## config.mk

```make
export PLATFORM = sky130hd
export DESIGN_NAME = min_priority_queue_scan
export DESIGN_NICKNAME = d
export VERILOG_FILES = /design/src/rtl/core/mpq_pkg.sv /design/src/rtl/core/min_priority_queue_scan.sv /design/src/rtl/core/mpq_mem.sv /design/src/rtl/core/mpq_ctrl.sv
export SDC_FILE = /design/constraint.sdc
export NUM_CORES = 1
export LEC_CHECK = 0
export ABC_AREA = 1
export BUFFER_PORTS_ARGS = -buffer_cell sky130_fd_sc_hd__buf_2
export CORE_MARGIN = 2
export CORE_UTILIZATION = 35
export CTS_BUF_LIST = sky130_fd_sc_hd__clkbuf_8
export DETAILED_ROUTE_END_ITERATION = 8
export GPL_ROUTABILITY_DRIVEN = 0
export PLACE_DENSITY_LB_ADDON = 0.12
export SLEW_MARGIN = 0
export SYNTH_ARGS = -nofsm -noshare
export SYNTH_HDL_FRONTEND = slang
export SYNTH_HIERARCHICAL = 1
export SYNTH_SLANG_ARGS = --single-unit
export TNS_END_PERCENT = 5
```

## constraint.sdc

```tcl
create_clock -name clk -period 9.1 [get_ports clk]
set_input_delay 0.455 -clock clk [delete_from_list [all_inputs] [get_ports clk]]
set_output_delay 0.455 -clock clk [all_outputs]
set_load 0.05 [all_outputs]
```

## src/rtl/core/mpq_pkg.sv

```systemverilog
`timescale 1ns / 1ps

package mpq_pkg;

    localparam int KEY_BITS    = 16;
    localparam int ID_BITS     = 8;
    localparam int STATUS_BITS = 2;
    localparam int COUNT_BITS  = 5;
    localparam int DEPTH_DEF   = 16;

    localparam logic REQ_INSERT = 1'b0;
    localparam logic REQ_REMOVE = 1'b1;

    localparam logic [STATUS_BITS-1:0] STATUS_OK    = 2'd0;
    localparam logic [STATUS_BITS-1:0] STATUS_EMPTY = 2'd1;
    localparam logic [STATUS_BITS-1:0] STATUS_FULL  = 2'd2;

    typedef struct packed {
        logic                req_type;
        logic [KEY_BITS-1:0] key;
        logic [ID_BITS-1:0]  job_id;
    } req_beat_t;

    typedef struct packed {
        logic [STATUS_BITS-1:0] status;
        logic [ID_BITS-1:0]     out_id;
        logic [KEY_BITS-1:0]    out_key;
        logic [KEY_BITS-1:0]    front_key;
        logic [COUNT_BITS-1:0]  count;
    } rsp_beat_t;

    typedef struct packed {
        logic [KEY_BITS-1:0] key;
        logic [ID_BITS-1:0]  job_id;
    } entry_t;

endpackage

```

## src/rtl/core/min_priority_queue_scan.sv

```systemverilog
`timescale 1ns / 1ps

// Channel  Valid      Stall      Beat
// -------  ---------  ---------  ---------------------------------
// request  req_valid  req_stall  req_beat (req_type, key, job_id)
// result   rsp_valid  rsp_stall  rsp_beat (status, id, keys, count)
//
// Insert and failed requests go from accept to S_DONE with no memory scan.
// A remove that leaves n > 0 entries reads the last entry, moves it into
// the freed slot (S_MOVE), then scans the n entries left on one port.
// Reset (rst_n low) empties the queue; the entry memory is not cleared.
// A valid result register holds while rsp_stall is high; the next request
// is taken once the previous result has entered that register.

module min_priority_queue_scan #(
    parameter int DEPTH = mpq_pkg::DEPTH_DEF
) (
    input  logic               clk,
    input  logic               rst_n,
    input  logic               req_valid,
    output logic               req_stall,
    input  mpq_pkg::req_beat_t req_beat,
    output logic               rsp_valid,
    input  logic               rsp_stall,
    output mpq_pkg::rsp_beat_t rsp_beat
);

    import mpq_pkg::*;

    localparam int IDX_W = $clog2(DEPTH);

    logic             mem_we;
    logic [IDX_W-1:0] mem_waddr;
    logic [IDX_W-1:0] mem_raddr;
    entry_t           mem_wdata;
    entry_t           mem_rdata;
    logic             res_valid;
    logic             res_take;
    rsp_beat_t        res_beat;
    logic             rsp_valid_reg, rsp_valid_next;
    rsp_beat_t        rsp_beat_reg;

    mpq_mem #(
        .DEPTH (DEPTH)
    ) u_mem (
        .clk   (clk),
        .we    (mem_we),
        .waddr (mem_waddr),
        .wdata (mem_wdata),
        .raddr (mem_raddr),
        .rdata (mem_rdata)
    );

    mpq_ctrl #(
        .DEPTH (DEPTH)
    ) u_ctrl (
        .clk       (clk),
        .rst_n     (rst_n),
        .req_valid (req_valid),
        .req_stall (req_stall),
        .req_beat  (req_beat),
        .res_valid (res_valid),
        .res_take  (res_take),
        .res_beat  (res_beat),
        .mem_we    (mem_we),
        .mem_waddr (mem_waddr),
        .mem_wdata (mem_wdata),
        .mem_raddr (mem_raddr),
        .mem_rdata (mem_rdata)
    );

    assign res_take       = res_valid && (!rsp_valid_reg || !rsp_stall);
    assign rsp_valid_next = res_take || (rsp_valid_reg && rsp_stall);

    always_ff @(posedge clk or negedge rst_n)
    begin
        if (!rst_n)
        begin
            rsp_valid_reg <= 1'b0;
        end
        else
        begin
            rsp_valid_reg <= rsp_valid_next;
        end
    end

    always_ff @(posedge clk)
    begin
        if (res_take)
        begin
            rsp_beat_reg <= res_beat;
        end
    end

    assign rsp_valid = rsp_valid_reg;
    assign rsp_beat  = rsp_beat_reg;

`ifndef SYNTHESIS
    a_full_count: assert property (@(posedge clk) disable iff (!rst_n)
        (rsp_valid && (rsp_beat.status == STATUS_FULL))
        |-> (rsp_beat.count == COUNT_BITS'(DEPTH)))
        else $error("full status with count below depth");

    a_empty_front: assert property (@(posedge clk) disable iff (!rst_n)
        (rsp_valid && (rsp_beat.status == STATUS_EMPTY))
        |-> ((rsp_beat.count == '0) && (rsp_beat.front_key == '1)))
        else $error("empty status with entries held");

    a_removed_is_min: assert property (@(posedge clk) disable iff (!rst_n)
        (rsp_valid && (rsp_beat.status == STATUS_OK))
        |-> (rsp_beat.out_key <= rsp_beat.front_key))
        else $error("removed key above new front key");

    a_one_request: assert property (@(posedge clk) disable iff (!rst_n)
        (req_valid && !req_stall) |=> req_stall)
        else $error("request taken while busy");
`endif

endmodule

```

## src/rtl/core/mpq_mem.sv

```systemverilog
`timescale 1ns / 1ps

module mpq_mem #(
    parameter int DEPTH = mpq_pkg::DEPTH_DEF
) (
    input  logic                     clk,
    input  logic                     we,
    input  logic [$clog2(DEPTH)-1:0] waddr,
    input  mpq_pkg::entry_t          wdata,
    input  logic [$clog2(DEPTH)-1:0] raddr,
    output mpq_pkg::entry_t          rdata
);

    import mpq_pkg::*;

    entry_t entry_mem [DEPTH];
    entry_t rdata_reg;

    always_ff @(posedge clk)
    begin
        if (we)
        begin
            entry_mem[waddr] <= wdata;
        end
        rdata_reg <= entry_mem[raddr];
    end

    assign rdata = rdata_reg;

endmodule

```

## src/rtl/core/mpq_ctrl.sv

```systemverilog
`timescale 1ns / 1ps

module mpq_ctrl #(
    parameter int DEPTH = mpq_pkg::DEPTH_DEF
) (
    input  logic                     clk,
    input  logic                     rst_n,
    input  logic                     req_valid,
    output logic                     req_stall,
    input  mpq_pkg::req_beat_t       req_beat,
    output logic                     res_valid,
    input  logic                     res_take,
    output mpq_pkg::rsp_beat_t       res_beat,
    output logic                     mem_we,
    output logic [$clog2(DEPTH)-1:0] mem_waddr,
    output mpq_pkg::entry_t          mem_wdata,
    output logic [$clog2(DEPTH)-1:0] mem_raddr,
    input  mpq_pkg::entry_t          mem_rdata
);

    import mpq_pkg::*;

    localparam int IDX_W = $clog2(DEPTH);
    localparam int CNT_W = $clog2(DEPTH + 1);
    localparam logic [CNT_W-1:0] FULL_CNT = CNT_W'(DEPTH);

    typedef enum logic [3:0] {
        S_IDLE = 4'b0001,
        S_MOVE = 4'b0010,
        S_SCAN = 4'b0100,
        S_DONE = 4'b1000
    } state_t;

    function automatic logic entry_less(input entry_t a, input entry_t b);
        return (a.key < b.key) || ((a.key == b.key) && (a.job_id < b.job_id));
    endfunction

    state_t                 state_reg, state_next;
    logic [CNT_W-1:0]       occ_reg, occ_next;
    logic [CNT_W-1:0]       scan_cnt_reg, scan_cnt_next;
    logic                   pend_reg, pend_next;
    logic [IDX_W-1:0]       pend_slot_reg, pend_slot_next;
    entry_t                 min_reg, min_next;
    logic [IDX_W-1:0]       min_slot_reg, min_slot_next;
    logic [STATUS_BITS-1:0] status_reg, status_next;
    entry_t                 rem_reg, rem_next;
    logic                   accept;
    entry_t                 new_entry;
    logic [IDX_W-1:0]       last_slot;

    assign accept    = req_valid && (state_reg == S_IDLE);
    assign req_stall = (state_reg != S_IDLE);
    assign new_entry = '{key: req_beat.key, job_id: req_beat.job_id};
    assign last_slot = IDX_W'(occ_reg - CNT_W'(1));

    always_comb
    begin
        state_next     = state_reg;
        occ_next       = occ_reg;
        scan_cnt_next  = scan_cnt_reg;
        pend_next      = pend_reg;
        pend_slot_next = pend_slot_reg;
        min_next       = min_reg;
        min_slot_next  = min_slot_reg;
        status_next    = status_reg;
        rem_next       = rem_reg;
        mem_we         = 1'b0;
        mem_waddr      = min_slot_reg;
        mem_wdata      = mem_rdata;
        mem_raddr      = scan_cnt_reg[IDX_W-1:0];

        case (state_reg)
            S_IDLE:
            begin
                if (accept)
                begin
                    status_next = STATUS_OK;
                    rem_next    = '0;
                    state_next  = S_DONE;
                    if (req_beat.req_type == REQ_INSERT)
                    begin
                        if (occ_reg == FULL_CNT)
                        begin
                            status_next = STATUS_FULL;
                        end
                        else
                        begin
                            mem_we    = 1'b1;
                            mem_waddr = occ_reg[IDX_W-1:0];
                            mem_wdata = new_entry;
                            occ_next  = occ_reg + CNT_W'(1);
                            if ((occ_reg == '0) || entry_less(new_entry, min_reg))
                            begin
                                min_next      = new_entry;
                                min_slot_next = occ_reg[IDX_W-1:0];
                            end
                        end
                    end
                    else
                    begin
                        if (occ_reg == '0)
                        begin
                            status_next = STATUS_EMPTY;
                        end
                        else
                        begin
                            rem_next  = min_reg;
                            occ_next  = occ_reg - CNT_W'(1);
                            mem_raddr = last_slot;
                            if (occ_reg != CNT_W'(1))
                            begin
                                state_next = S_MOVE;
                            end
                        end
                    end
                end
            end
            S_MOVE:
            begin
                mem_we        = 1'b1;
                mem_waddr     = min_slot_reg;
                mem_wdata     = mem_rdata;
                scan_cnt_next = '0;
                pend_next     = 1'b0;
                state_next    = S_SCAN;
            end
            S_SCAN:
            begin
                if (scan_cnt_reg < occ_reg)
                begin
                    mem_raddr      = scan_cnt_reg[IDX_W-1:0];
                    scan_cnt_next  = scan_cnt_reg + CNT_W'(1);
                    pend_next      = 1'b1;
                    pend_slot_next = scan_cnt_reg[IDX_W-1:0];
                end
                else
                begin
                    pend_next = 1'b0;
                end
                if (pend_reg)
                begin
                    if ((pend_slot_reg == '0) || entry_less(mem_rdata, min_reg))
                    begin
                        min_next      = mem_rdata;
                        min_slot_next = pend_slot_reg;
                    end
                    if (pend_slot_reg == last_slot)
                    begin
                        state_next = S_DONE;
                    end
                end
            end
            S_DONE:
            begin
                if (res_take)
                begin
                    state_next = S_IDLE;
                end
            end
            default:
            begin
                state_next = S_IDLE;
            end
        endcase
    end

    always_ff @(posedge clk or negedge rst_n)
    begin
        if (!rst_n)
        begin
            state_reg    <= S_IDLE;
            occ_reg      <= '0;
            scan_cnt_reg <= '0;
            pend_reg     <= 1'b0;
        end
        else
        begin
            state_reg    <= state_next;
            occ_reg      <= occ_next;
            scan_cnt_reg <= scan_cnt_next;
            pend_reg     <= pend_next;
        end
    end

    always_ff @(posedge clk)
    begin
        pend_slot_reg <= pend_slot_next;
        min_reg       <= min_next;
        min_slot_reg  <= min_slot_next;
        status_reg    <= status_next;
        rem_reg       <= rem_next;
    end

    assign res_valid          = (state_reg == S_DONE);
    assign res_beat.status    = status_reg;
    assign res_beat.out_id    = rem_reg.job_id;
    assign res_beat.out_key   = rem_reg.key;
    assign res_beat.front_key = (occ_reg == '0) ? '1 : min_reg.key;
    assign res_beat.count     = COUNT_BITS'(occ_reg);

endmodule
```

Yosys cells after proc, flatten, opt, wreduce, memory -nomap -nowiden
Memories as Yosys holds them, arrays and structs flattened. A register that Yosys moved wholly into a read port is not among the register bits.
Index checks and enable logic that the tools add are counted.
Word-level totals
  output and inout bits: 49
  memory bits (writable): 384
  memories kept: 1
  logic and storage cells: 122
  bits in registers: 121
Memories
  u_mem.entry_mem: depth 16, width 24, rd ports 1, clocked after memory_dff 1, wr ports 1, RTL line mpq_mem.sv:16  | entry_t entry_mem [DEPTH];
Cells by class
  multiplexer cells: 50
  reductions and logical operators: 24
  bitwise operators: 1
  equality and inequality tests: 21
  add/sub/neg operators: 3
  magnitude comparators: 5
Operator list (number)
  24-bit 2-to-1 mux: 10
  4-bit 2-to-1 mux: 21
  24-bit one-hot mux with 2 select lines: 1
  16-bit == test: 2
  16-bit less-than comparator: 2
  5-bit 2-to-1 mux: 4
  8-bit less-than comparator: 2
  4-bit one-hot mux with 4 select lines: 1
  2-bit by 1-bit != test with 1-bit output (second input constant): 6
  5-bit by 1-bit adder with 5-bit output (second input constant): 2
  2-bit != test (second input constant): 5
  5-bit one-hot mux with 2 select lines: 1
  4-bit one-hot mux with 2 select lines: 1
  4-bit AND reduction: 2
  1-bit 2-to-1 mux: 7
  7-bit AND reduction: 1
  1-bit logical OR: 6
  2-bit AND reduction: 3
  5-bit == test (second input constant): 1
  1-bit logical AND: 5
  5-bit zero test: 1
  5-bit less-than comparator: 1
  5-bit by 1-bit != test with 1-bit output (second input constant): 1
  5-bit by 1-bit subtractor with 5-bit output (second input constant): 1
  13 further kinds: 17

Longest topological paths before layout
Gate-level depths: netlist (run 1).
  depth after elaboration: 9
  gate-level depth with buffers: 18
  mapped depth without buffers: 16

By module
Netlist (run 1), hierarchy kept.
Modules (own cells, without submodules)
  mpq_mem: cells an instance 1597, sequential area each 12011.5 um^2, times used 1, area each 16951.3 um^2
  mpq_ctrl: cells an instance 611, sequential area each 2118.3 um^2, times used 1, area each 5014.8 um^2
  min_priority_queue_scan: cells an instance 52, sequential area each 1436.4 um^2, times used 1, area each 1456.4 um^2

Worst setup path before layout (run 1)
OpenSTA, ideal clock, no wires.
  path kind: reg-to-reg
  from: reg u_ctrl.state_reg[0]
  to: mem u_mem/entry_mem[10][0] (netlist bit), enable pin
  arrival time: 3.799 ns
  stages on the path, launching flop included: 11
  setup slack: 4.896 ns
  period minus slack after synthesis: 4.204 ns
  cells stage by stage: dfstp_2 > nand4_2 > nor2_2 > inv_2 > nor2_4 > buf_6 > inv_2 > nand2_1 > o21ai_0 > nand3b_1 > nor2_1
Between the ends
  elaborated cells on any way between the ends: 9
  those cells by class: eq/ne (2); mux (6); reduce/logical (1)
RTL lines
  from (decl): RTL line mpq_ctrl.sv:38  | state_t state_reg, state_next;
  from (signal assigned): RTL line mpq_ctrl.sv:178  | state_reg <= state_next;
  4-bit by 1-bit == test with 1-bit output *: RTL line mpq_ctrl.sv:51, mpq_ctrl.sv:72
  1-bit logical AND: RTL line mpq_ctrl.sv:51  | assign accept = req_valid && (state_reg == S_IDLE);
  4-bit 2-to-1 mux: RTL line mpq_ctrl.sv:75  | if (accept)
  4-bit 2-to-1 mux *: RTL line mpq_ctrl.sv:72  | case (state_reg)
  named net mem_waddr[2]: RTL line min_priority_queue_scan.sv:33  | logic [IDX_W-1:0] mem_waddr;
  to (decl): RTL line mpq_mem.sv:16
The timed path passes the listed nets; every way through them passes the cells marked *.

Worst setup path in the final report (run 1)
  from: reg u_ctrl.occ_reg[0]
  to: reg, netlist name u_mem/rdata[4]
Between the ends
  cells in the longest elaborated chain, start to end: 5
  elaborated cells on any way between the ends: 6
  those cells by class: add/sub (1); mux (4); reduce/logical (1)
RTL lines
  from (decl): RTL line mpq_ctrl.sv:39  | logic [CNT_W-1:0] occ_reg, occ_next;
  from (signal assigned): RTL line mpq_ctrl.sv:179  | occ_reg <= occ_next;
  5-bit by 1-bit subtractor with 5-bit output / 5-bit zero test (equally long branches): RTL line mpq_ctrl.sv:54, mpq_ctrl.sv:101
  4-bit 2-to-1 mux *: RTL line mpq_ctrl.sv:101  | if (occ_reg == '0)
  4-bit 2-to-1 mux *: RTL line mpq_ctrl.sv:80  | if (req_beat.req_type == REQ_INSERT)
  4-bit 2-to-1 mux *: RTL line mpq_ctrl.sv:75
  4-bit 2-to-1 mux *
  named net mem_raddr[0]: RTL line min_priority_queue_scan.sv:34  | logic [IDX_W-1:0] mem_raddr;
Marked as above.
A chain may end at the register's enable or synchronous reset.

==> results of run 1 <==
-- how the worst min path moves through the flow --
| stage | from | end |
|---|---|---|
| after global placement | rst_n | rsp_valid$_DFF_PN0_ |
| final | req_beat[17] | u_ctrl/min_reg[17]$_DFFE_PP_ |
| after detailed placement | rst_n | rsp_valid$_DFF_PN0_ |
| after CTS | req_beat[17] | u_ctrl/min_reg[17]$_DFFE_PP_ |
| after floorplan | rst_n | rsp_valid$_DFF_PN0_ |
| after global routing | req_beat[22] | u_ctrl/min_reg[22]$_DFFE_PP_ |
-- worst max-delay path, stage by stage, from the launching register on --
cell and delay (ps):
sky130_fd_sc_hd__dfrtp_1 440, sky130_fd_sc_hd__inv_1 180, sky130_fd_sc_hd__ha_1 290, sky130_fd_sc_hd__nand2_4 110, sky130_fd_sc_hd__nor2_8 50, sky130_fd_sc_hd__nand2_8 140
sky130_fd_sc_hd__nand2_4 200, sky130_fd_sc_hd__nor2_4 360, sky130_fd_sc_hd__nand2_1 150, sky130_fd_sc_hd__o21ai_4 100, sky130_fd_sc_hd__buf_12 510, sky130_fd_sc_hd__inv_4 560
sky130_fd_sc_hd__buf_4 470, sky130_fd_sc_hd__nand2_1 140, sky130_fd_sc_hd__nand2_1 70, sky130_fd_sc_hd__nand2_1 60, sky130_fd_sc_hd__nand3_1 80, sky130_fd_sc_hd__nand3_1 110
sky130_fd_sc_hd__nand2_1 120
-- power by group through the flow --
stage / combinational (mW) / sequential (mW) / clock, mW
global placement: 3.12 / 3.64 / 0
global route: 3.53 / 3.62 / 2.20
floorplan: 2.03 / 3.72 / 0
detailed placement: 3.16 / 3.64 / 0
CTS: 3.18 / 3.59 / 2.09
finish: 3.14 / 3.60 / 2.01
-- timing repair --
item | 4_1_cts | 5_1_grt
buffers inserted | 0 | 0
hold endpoints to repair | 18 | 0
endpoints found under the setup margin | 0 | 0
hold buffers | 3 | 0
-- kinds of logic (layout without fill, tap and decap cells) --
group / after synthesis / in the layout / share of synthesized area, %
AND/OR/NAND/NOR: 1081 / 1081 / 19.55
flip-flops: 529 / 529 / 66.46
buffers and inverters: 484 / 679 / 8.323
AO/OA/AOI/OAI: 99 / 99 / 2.302
adder cells (fa/ha/maj): 54 / 54 / 2.885
XOR/XNOR: 13 / 13 / 0.4861
other: 0 / 2 / 0
-- final cells by class --
type / count / area, sq um / share of cell area, %
Antenna cell: 2 / 5.005 / 0.01878
Timing Repair Buffer: 125 / 765.7 / 2.873
Inverter: 392 / 1474 / 5.529
Tap cell: 864 / 1081 / 4.056
Multi-Input combinational cell: 1247 / 6082 / 22.82
Clock inverter: 62 / 305.3 / 1.145
Sequential cell: 529 / 15570 / 58.40
Clock buffer: 100 / 1376 / 5.163
-- routing by layer --
metal | vias up | track usage [%] | wire [um]
met3 | 88 | 2.980 | 2787
li1 | 7614 | - | -
met1 | 7359 | 24.11 | 28270
met4 | 0 | 6.167 | 1348
met2 | 375 | 28.12 | 27970
met5 | - | 0 | 0
-- Yosys cell counts (3+ instances only) --
cell                         n  area (sq um)
sky130_fd_sc_hd__buf_2      52         260.3
sky130_fd_sc_hd__o21ai_2     6         52.55
sky130_fd_sc_hd__nand3b_1    3         22.52
sky130_fd_sc_hd__o21ai_0    43         215.2
sky130_fd_sc_hd__nand3_1   304          1521
sky130_fd_sc_hd__ha_1       54         675.7
sky130_fd_sc_hd__edfxtp_1  489         14680
sky130_fd_sc_hd__dfrtp_1    15         375.4
sky130_fd_sc_hd__a21oi_1    22         110.1
sky130_fd_sc_hd__o21ai_1    20         100.1
sky130_fd_sc_hd__nand4_1     3         18.77
sky130_fd_sc_hd__inv_2      14         52.55
sky130_fd_sc_hd__xor2_1     11         96.34
sky130_fd_sc_hd__clkbuf_1   16         60.06
sky130_fd_sc_hd__nor2_1     70         262.8
sky130_fd_sc_hd__inv_1     378          1419
sky130_fd_sc_hd__nand2_1   682          2560
sky130_fd_sc_hd__dfxtp_1    24         480.5
sky130_fd_sc_hd__buf_4      14         105.1
sky130_fd_sc_hd__a21o_1      3         22.52
sky130_fd_sc_hd__buf_1       8         30.03
-- per-stage QoR --
stage	total power, mW	hold slack (ps)	util (%)	setup WS, ps
final	8.754	110.0	40.40	4526
after global routing	9.350	114.7	40.40	4093
after detailed placement	6.801	405.7	37.80	4451
after CTS	8.857	51.64	40.39	4430
after floorplan	5.744	159.4	-	4896
after global placement	6.758	397.0	37.80	4497
==> qor.log, run 1 <==
[worst_setup_path] worst setup path category reg2reg
[global_route] Overflow after GRT 0
[worst_setup_path] Req. time, crit path 9620 ps
[clock_tree] worst skew pair latency 670 ps
[yosys] count of state elements after synthesis 529
[timing] transition time of the tightest slew-check pin 1182 ps
[outcome] run status complete, no violations
[yosys] leading register cell type out of synthesis sky130_fd_sc_hd__edfxtp_1
[drt] drt first pass iters 7
[floorplan] y dimension of the die 262.7 um
[floorplan] # rows 94
[timing] setup clock skew after layout 28.61 ps
[worst_setup_path] endpoint of the worst-slack reg-to-reg timing path u_mem/rdata[4]$_DFF_P_
[layout] post-route insts no fill 3321
[worst_setup_path] launch point of the critical path u_ctrl/occ_reg[0]$_DFFE_PN0P_
[drt] vias per std cell 4.648
[drt] number of vias in the routed layout 15440
[placement] post-detailed-placement cell area 24940 sq um
[yosys] number of cells produced by synthesis 2260
[worst_setup_path] endpoint of the worst setup timing path u_mem/rdata[4]$_DFF_P_
[timing] min cycle time layout 4574 ps
[floorplan] Initial Utilization 35.50%
[clock_tree] Root Buffer sky130_fd_sc_hd__clkbuf_8
[min_path] number of cells traversed by the worst hold path 3
[global_route] global-route wire length before repair 91330 um
[worst_setup_path] cell count of the worst reg-to-reg path 18
[timing] total count of hold-check failures in the final report 0
[yosys] Post-synth EDFFs 489
[pwr] reported leakage power 11.51 nW
[global_route] via count of the first global-routing pass 14940
[drt] remaining routing DRC violations 0
[clock_tree] clock transition time at the flip-flop clock pins of the worst setup and hold paths 60 ps
[timing] final slew viol count 0
[drt] final wirelength 60380 um
[worst_setup_path] highest fanout seen on the critical path 193
[global_route] gr usage total 17.56%
[pwr] power per cell area 328.4 nW/um^2
[clock_tree] number of resized instances in the post-cts repair step 0
[yosys] number of warning messages in the yosys log 6
[timing] unrepaired setup endpoints after global routing no
[layout] nets@finish 2468
[layout] most common cell after layout, fill and taps aside sky130_fd_sc_hd__nand2_1
[timing] Post-Route Setup TNS 0 ps
[clock_tree] CTS H-Tree Depth 3
[placement] count of port buffers added during placement 77
[drt] post-route antenna net violation count 0
[placement] Placed Instances 3154
[layout] commonest cells after routing, fill and taps aside 682 x sky130_fd_sc_hd__nand2_1, 489 x sky130_fd_sc_hd__edfxtp_1, 411 x sky130_fd_sc_hd__inv_1
[yosys] part of the Yosys area used for sequential elements 66.46%
[clock_tree] clock tree from TritonCTS yes
[worst_setup_path] startpoint of the worst-slack reg-to-reg timing path u_ctrl/occ_reg[0]$_DFFE_PN0P_
[timing] share of the cycle needed by the critical path after routing 50.27%
[global_route] pin count of the biggest net entering global routing 194
[min_path] kind of path behind the tightest hold check in2reg
[pwr] worst supply voltage drop on vdd 265.6 uV
[floorplan] number of top-level design ports 78
[pwr] share of power burned in combinational logic 35.9%
[floorplan] die outline area 69010 sq um
[global_route] antenna violations before repair 1
[clock_tree] maximum buffer depth of the clock tree 3
[pwr] Net Sw Power 3.438 mW
[worst_setup_path] arrival time reported for the critical path endpoint 5100 ps
[pwr] Sw Ratio 39.27%
[timing] headroom to the max-slew limit 20.70%
[drt] initial detailed-routing violation count 1442
[run] max-capacitance violation count 0
[floorplan] Die X-Extent 262.7 um
[worst_setup_path] endpoint kind of the worst setup timing path flip-flop
[yosys] async set-reset flop share out of synthesis 3.025%
[floorplan] Placeable Area 65980 sq um
[layout] signed area change from the synthesized netlist to the final layout 13.80%
[layout] post-route cell area 26660 sq um
[placement] half-perimeter wire length after placement 33290 um
[timing] endpoints failing setup 0
[layout] flip-flop count of the largest register after layout 384
[pwr] share of power burned in the clock network 23.0%
[timing] Highest Clock Rate 218.6 MHz
[worst_setup_path] flop-to-flop setup slack 4530 ps
[drt] routed length per instance 18.18 um
[clock_tree] number of CTS-inserted buffers 90
[yosys] Avg Cell Area, Syn 10.36 sq um
[yosys] Synth Net Count 2343
[pwr] sequential fraction of design power 41.1%
[worst_setup_path] crit start category flip-flop
[yosys] Cell variety after synth 41
[yosys] cell area after synthesis 23420 sq um
[pwr] design internal power 5.316 mW
[layout] Filler Cells Inserted 6439
[clock_tree] Clock Sink Count 529
[layout] fraction of layout cells with a size suffix above 1 11.85%
Note: power is estimated with default switching activity, not from simulation.
==> inputs of run 2 (changes only) <==
- ABC_AREA: 1 -> 0
- clock period: 9.1 -> 4.41 ns (I/O delays scaled with it)
==> qor.log, run 2 <==
[yosys] adder and majority cell fraction of the synthesized area 3.177% [+0.29 points]
[pwr] worst supply voltage drop on vdd 206.2 uV [-22%]
[yosys] Synth Area in Simple Gates 4.683% [-15 points]
[drt] post-route antenna net violation count 0 [unchanged]
[floorplan] # rows 90 [-4.3%]
[pwr] share of power burned in combinational logic 26.2% [-9.7 points]
[timing] Post-Route Setup TNS 0 ps [unchanged]
[timing] Highest Clock Rate 278.4 MHz [+27%]
[worst_setup_path] arrival time reported for the critical path endpoint 4130 ps [-970 ps]
[timing] crit path setup slack, layout 818.1 ps [-3708 ps]
[layout] antenna diode instance count 0 [-2]
[yosys] async set-reset flop share out of synthesis 3.025% [unchanged]
[pwr] reported leakage power 8.464 nW [-26%]
[yosys] cell area after synthesis 21270 sq um [-9.2%]
[timing] min cycle time layout 3592 ps [-982.5 ps]
[layout] fraction of layout cells with a size suffix above 1 30.96% [+19 points]
[clock_tree] clock tree from TritonCTS yes
[timing] share of the cycle needed by the critical path after routing 81.45% [+31 points]
[yosys] Compound-Gate Fraction of Synth Area 3.971% [+1.7 points]
[clock_tree] worst skew pair latency 670 ps [about the same]
[pwr] Sw Ratio 31.34% [-7.9 points]
[clock_tree] number of resized instances in the post-cts repair step 0 [unchanged]
[layout] nets@finish 1403 [-43%]
[yosys] main combinational cell family by area after synthesis multiplexers
[layout] most common cell after layout, fill and taps aside sky130_fd_sc_hd__edfxtp_1
[worst_setup_path] crit start category flip-flop
[placement] pre-CTS setup slack 838.5 ps [-3613 ps]
[drt] initial detailed-routing violation count 699 [-52%]
[pwr] share of power burned in the clock network 28.0% [+5.0 points]
[layout] flip-flop count of the largest register after layout 384 [unchanged]
[yosys] xor and xnor fraction of the mapped netlist area 0.4530% [-0.033 points]
[clock_tree] number of setup buffers added after CTS 0 [unchanged]
[yosys] top post-synthesis cells by area sky130_fd_sc_hd__edfxtp_1 69%, sky130_fd_sc_hd__mux4_2 10%, sky130_fd_sc_hd__ha_1 3.2%, sky130_fd_sc_hd__mux2_2 2.4%, sky130_fd_sc_hd__dfxtp_1 2.3%
[floorplan] die outline area 62750 sq um [-9.1%]
[yosys] part of the Yosys area used for sequential elements 73.19% [+6.7 points]
[floorplan] y dimension of the die 250.5 um [-4.6%]
[min_path] kind of path behind the tightest hold check in2reg
[clock_tree] clock transition time at the flip-flop clock pins of the worst setup and hold paths 60 ps [about the same]
[timing] total count of hold-check failures in the final report 0 [unchanged]
[drt] drt first pass iters 4 [-3]
[timing] transition time of the tightest slew-check pin 1130 ps [-51.91 ps]
[timing] unrepaired setup endpoints after global routing no
[global_route] Overflow after GRT 0 [unchanged]
[timing] setup clock skew after layout 28.69 ps [+0.07840 ps]
[timing] endpoints failing setup 0 [unchanged]
[layout] signed area change from the synthesized netlist to the final layout 17.60%
[yosys] most repeated cell in the gate-level netlist after synthesis sky130_fd_sc_hd__edfxtp_1
[global_route] gr usage total 16.96% [-0.60 points]
[drt] number of vias in the routed layout 11030 [-29%]
[pwr] Net Sw Power 4.848 mW [+41%]
[clock_tree] Clock Sink Count 529 [unchanged]
[pwr] power per cell area 618.5 nW/um^2 [+88%]
[yosys] leading register cell type out of synthesis sky130_fd_sc_hd__edfxtp_1
[yosys] number of cells produced by synthesis 1132 [-50%]
[floorplan] Placeable Area 60250 sq um [-8.7%]
[outcome] run status complete, no violations
[run] max-capacitance violation count 0 [unchanged]
[clock_tree] CTS H-Tree Depth 3 [unchanged]
[floorplan] number of top-level design ports 78 [unchanged]
[yosys] Post-synth EDFFs 489 [unchanged]
[yosys] leading cell types by count after synthesis 489 x sky130_fd_sc_hd__edfxtp_1, 96 x sky130_fd_sc_hd__mux4_2, 58 x sky130_fd_sc_hd__nand2_1, 54 x sky130_fd_sc_hd__ha_1, 48 x sky130_fd_sc_hd__a22oi_1
[yosys] Synth Net Count 1215 [-48%]
[timing] final slew viol count 0 [unchanged]
[clock_tree] Root Buffer sky130_fd_sc_hd__clkbuf_8
[layout] post-route insts no fill 2174 [-35%]
[worst_setup_path] Req. time, crit path 4950 ps [-4670 ps]
[yosys] Cell variety after synth 57 [+39%]
[yosys] post-synth top area share 69.04% [+6.4 points]
[clock_tree] number of CTS-inserted buffers 85 [-5.6%]
[placement] half-perimeter wire length after placement 30850 um [-7.3%]
[worst_setup_path] worst setup path category reg2reg
[pwr] sequential fraction of design power 45.8% [+4.7 points]
[yosys] post-synthesis mux area share 12.71% [+13 points]
[timing] headroom to the max-slew limit 24.50% [+3.8 points]
[yosys] Avg Cell Area, Syn 18.79 sq um [+81%]
[global_route] pin count of the biggest net entering global routing 45 [-77%]
[placement] Placed Instances 1985 [-37%]
[global_route] global-route wire length before repair 77540 um [-15%]
[floorplan] Initial Utilization 35.30% [-0.20 points]
[placement] count of port buffers added during placement 77 [unchanged]
[yosys] count of state elements after synthesis 529 [unchanged]
[drt] final wirelength 51940 um [-14%]
[yosys] leading area contributor after synthesis sky130_fd_sc_hd__edfxtp_1
[layout] commonest cells after routing, fill and taps aside 489 x sky130_fd_sc_hd__edfxtp_1, 96 x sky130_fd_sc_hd__mux4_2, 93 x sky130_fd_sc_hd__clkbuf_8
[global_route] antenna violations before repair 5 [+4]
[drt] routed length per instance 23.89 um [+31%]
[floorplan] Die X-Extent 250.5 um [-4.6%]
[clock_tree] maximum buffer depth of the clock tree 3 [unchanged]
[worst_setup_path] endpoint kind of the worst setup timing path flip-flop
[global_route] via count of the first global-routing pass 11860 [-21%]
[worst_setup_path] highest fanout seen on the critical path 21 [-89%]
[drt] remaining routing DRC violations 0 [unchanged]
[drt] vias per std cell 5.072 [+9.1%]
[yosys] number of warning messages in the yosys log 6 [unchanged]
[pwr] design internal power 10.62 mW [+100%]
## run 2: power groups by stage
| stage | clock (mW) | combinational (mW) | sequential (mW) |
|---|---|---|---|
| 2_1_floorplan | 0 | 2.69 | 7.20 |
| 3_3_place_gp | 0 | 4.07 | 7.19 |
| 3_5_place_dp | 0 | 4.10 | 7.20 |
| 4_1_cts | 4.48 | 4.12 | 7.09 |
| 5_1_grt | 4.68 | 4.47 | 7.15 |
| 6_report | 4.33 | 4.05 | 7.09 |
## run 2: repair_timing
item                                   4_1_cts  5_1_grt
hold buffers                                30        0
endpoints found under the hold margin       45        0
setup endpoints to repair                    0        0
## run 2: cell type report
type,count,area [sq um]
Fill cell,5351,35240
Sequential cell,529,15570
Clock buffer,93,1280
Clock inverter,66,471.7
Multi-Input combinational cell,519,5482
Tap cell,782,978.4
Inverter,37,138.9
Timing Repair Buffer,148,1094
## run 2: stage by stage
step | utilization [%] | instance area (sq um) | power, mW | hold slack [ps]
floorplan | - | 21270 | 9.898 | -75.09
global placement | 38.11 | 22960 | 11.26 | 161.5
detailed placement | 38.11 | 22960 | 11.30 | 171.6
CTS | 41.51 | 25010 | 15.70 | 297.9
global route | 41.51 | 25010 | 16.30 | 347.3
finish | 41.51 | 25010 | 15.47 | 356.1
## run 2: layer usage
| metal | GRT usage (%) | vias to the layer above | wire length, um |
|---|---|---|---|
| met5 | 0 | - | 0 |
| met4 | 6.536 | 0 | 1417 |
| met2 | 28.07 | 291 | 25330 |
| li1 | - | 4936 | - |
| met1 | 22.15 | 5715 | 22640 |
| met3 | 3.242 | 85 | 2545 |
## run 2: logic make-up after synthesis
logic type / count (synthesis)
DFF: 529
and+or+nand+nor: 185
muxes: 144
AOI/OAI and AO/OA: 125
buffers and inverters: 84
adders and majority gates: 54
xor gates and xnor gates: 11
## run 2: path summary, 6_finish.rpt
path / slack (ps) / startpoint / to / cells after the start
min reg2reg: 410 / u_ctrl/res_beat[37]$_SDFFCE_PP0P_ / rsp_beat[37]$_DFFE_PP_ / 0
max in group asynchronous: 2660 / rst_n / u_ctrl/occ_reg[3]$_DFFE_PN0P_ / 4
min in group asynchronous: 580 / rst_n / u_ctrl/state_reg[0]$_DFFE_PN1P_ / 3
max reg2reg: 820 / u_ctrl/occ_reg[1]$_DFFE_PN0P_ / u_mem/rdata[7]$_DFF_P_ / 11
min: 360 / rsp_stall / rsp_valid$_DFF_PN0_ / 3
max: 820 / u_ctrl/occ_reg[1]$_DFFE_PN0P_ / u_mem/rdata[7]$_DFF_P_ / 11
## run 2: worst max-delay path: stages, from the launching register on
cell,delay (ps)
sky130_fd_sc_hd__dfrtp_1,450
sky130_fd_sc_hd__inv_1,140
sky130_fd_sc_hd__ha_1,250
sky130_fd_sc_hd__nor3b_2,200
sky130_fd_sc_hd__and2_1,200
sky130_fd_sc_hd__nor2b_2,130
sky130_fd_sc_hd__nand2_1,230
sky130_fd_sc_hd__o21ai_4,720
sky130_fd_sc_hd__buf_4,460
sky130_fd_sc_hd__mux4_2,350
sky130_fd_sc_hd__a22oi_1,230
sky130_fd_sc_hd__nand2_1,80
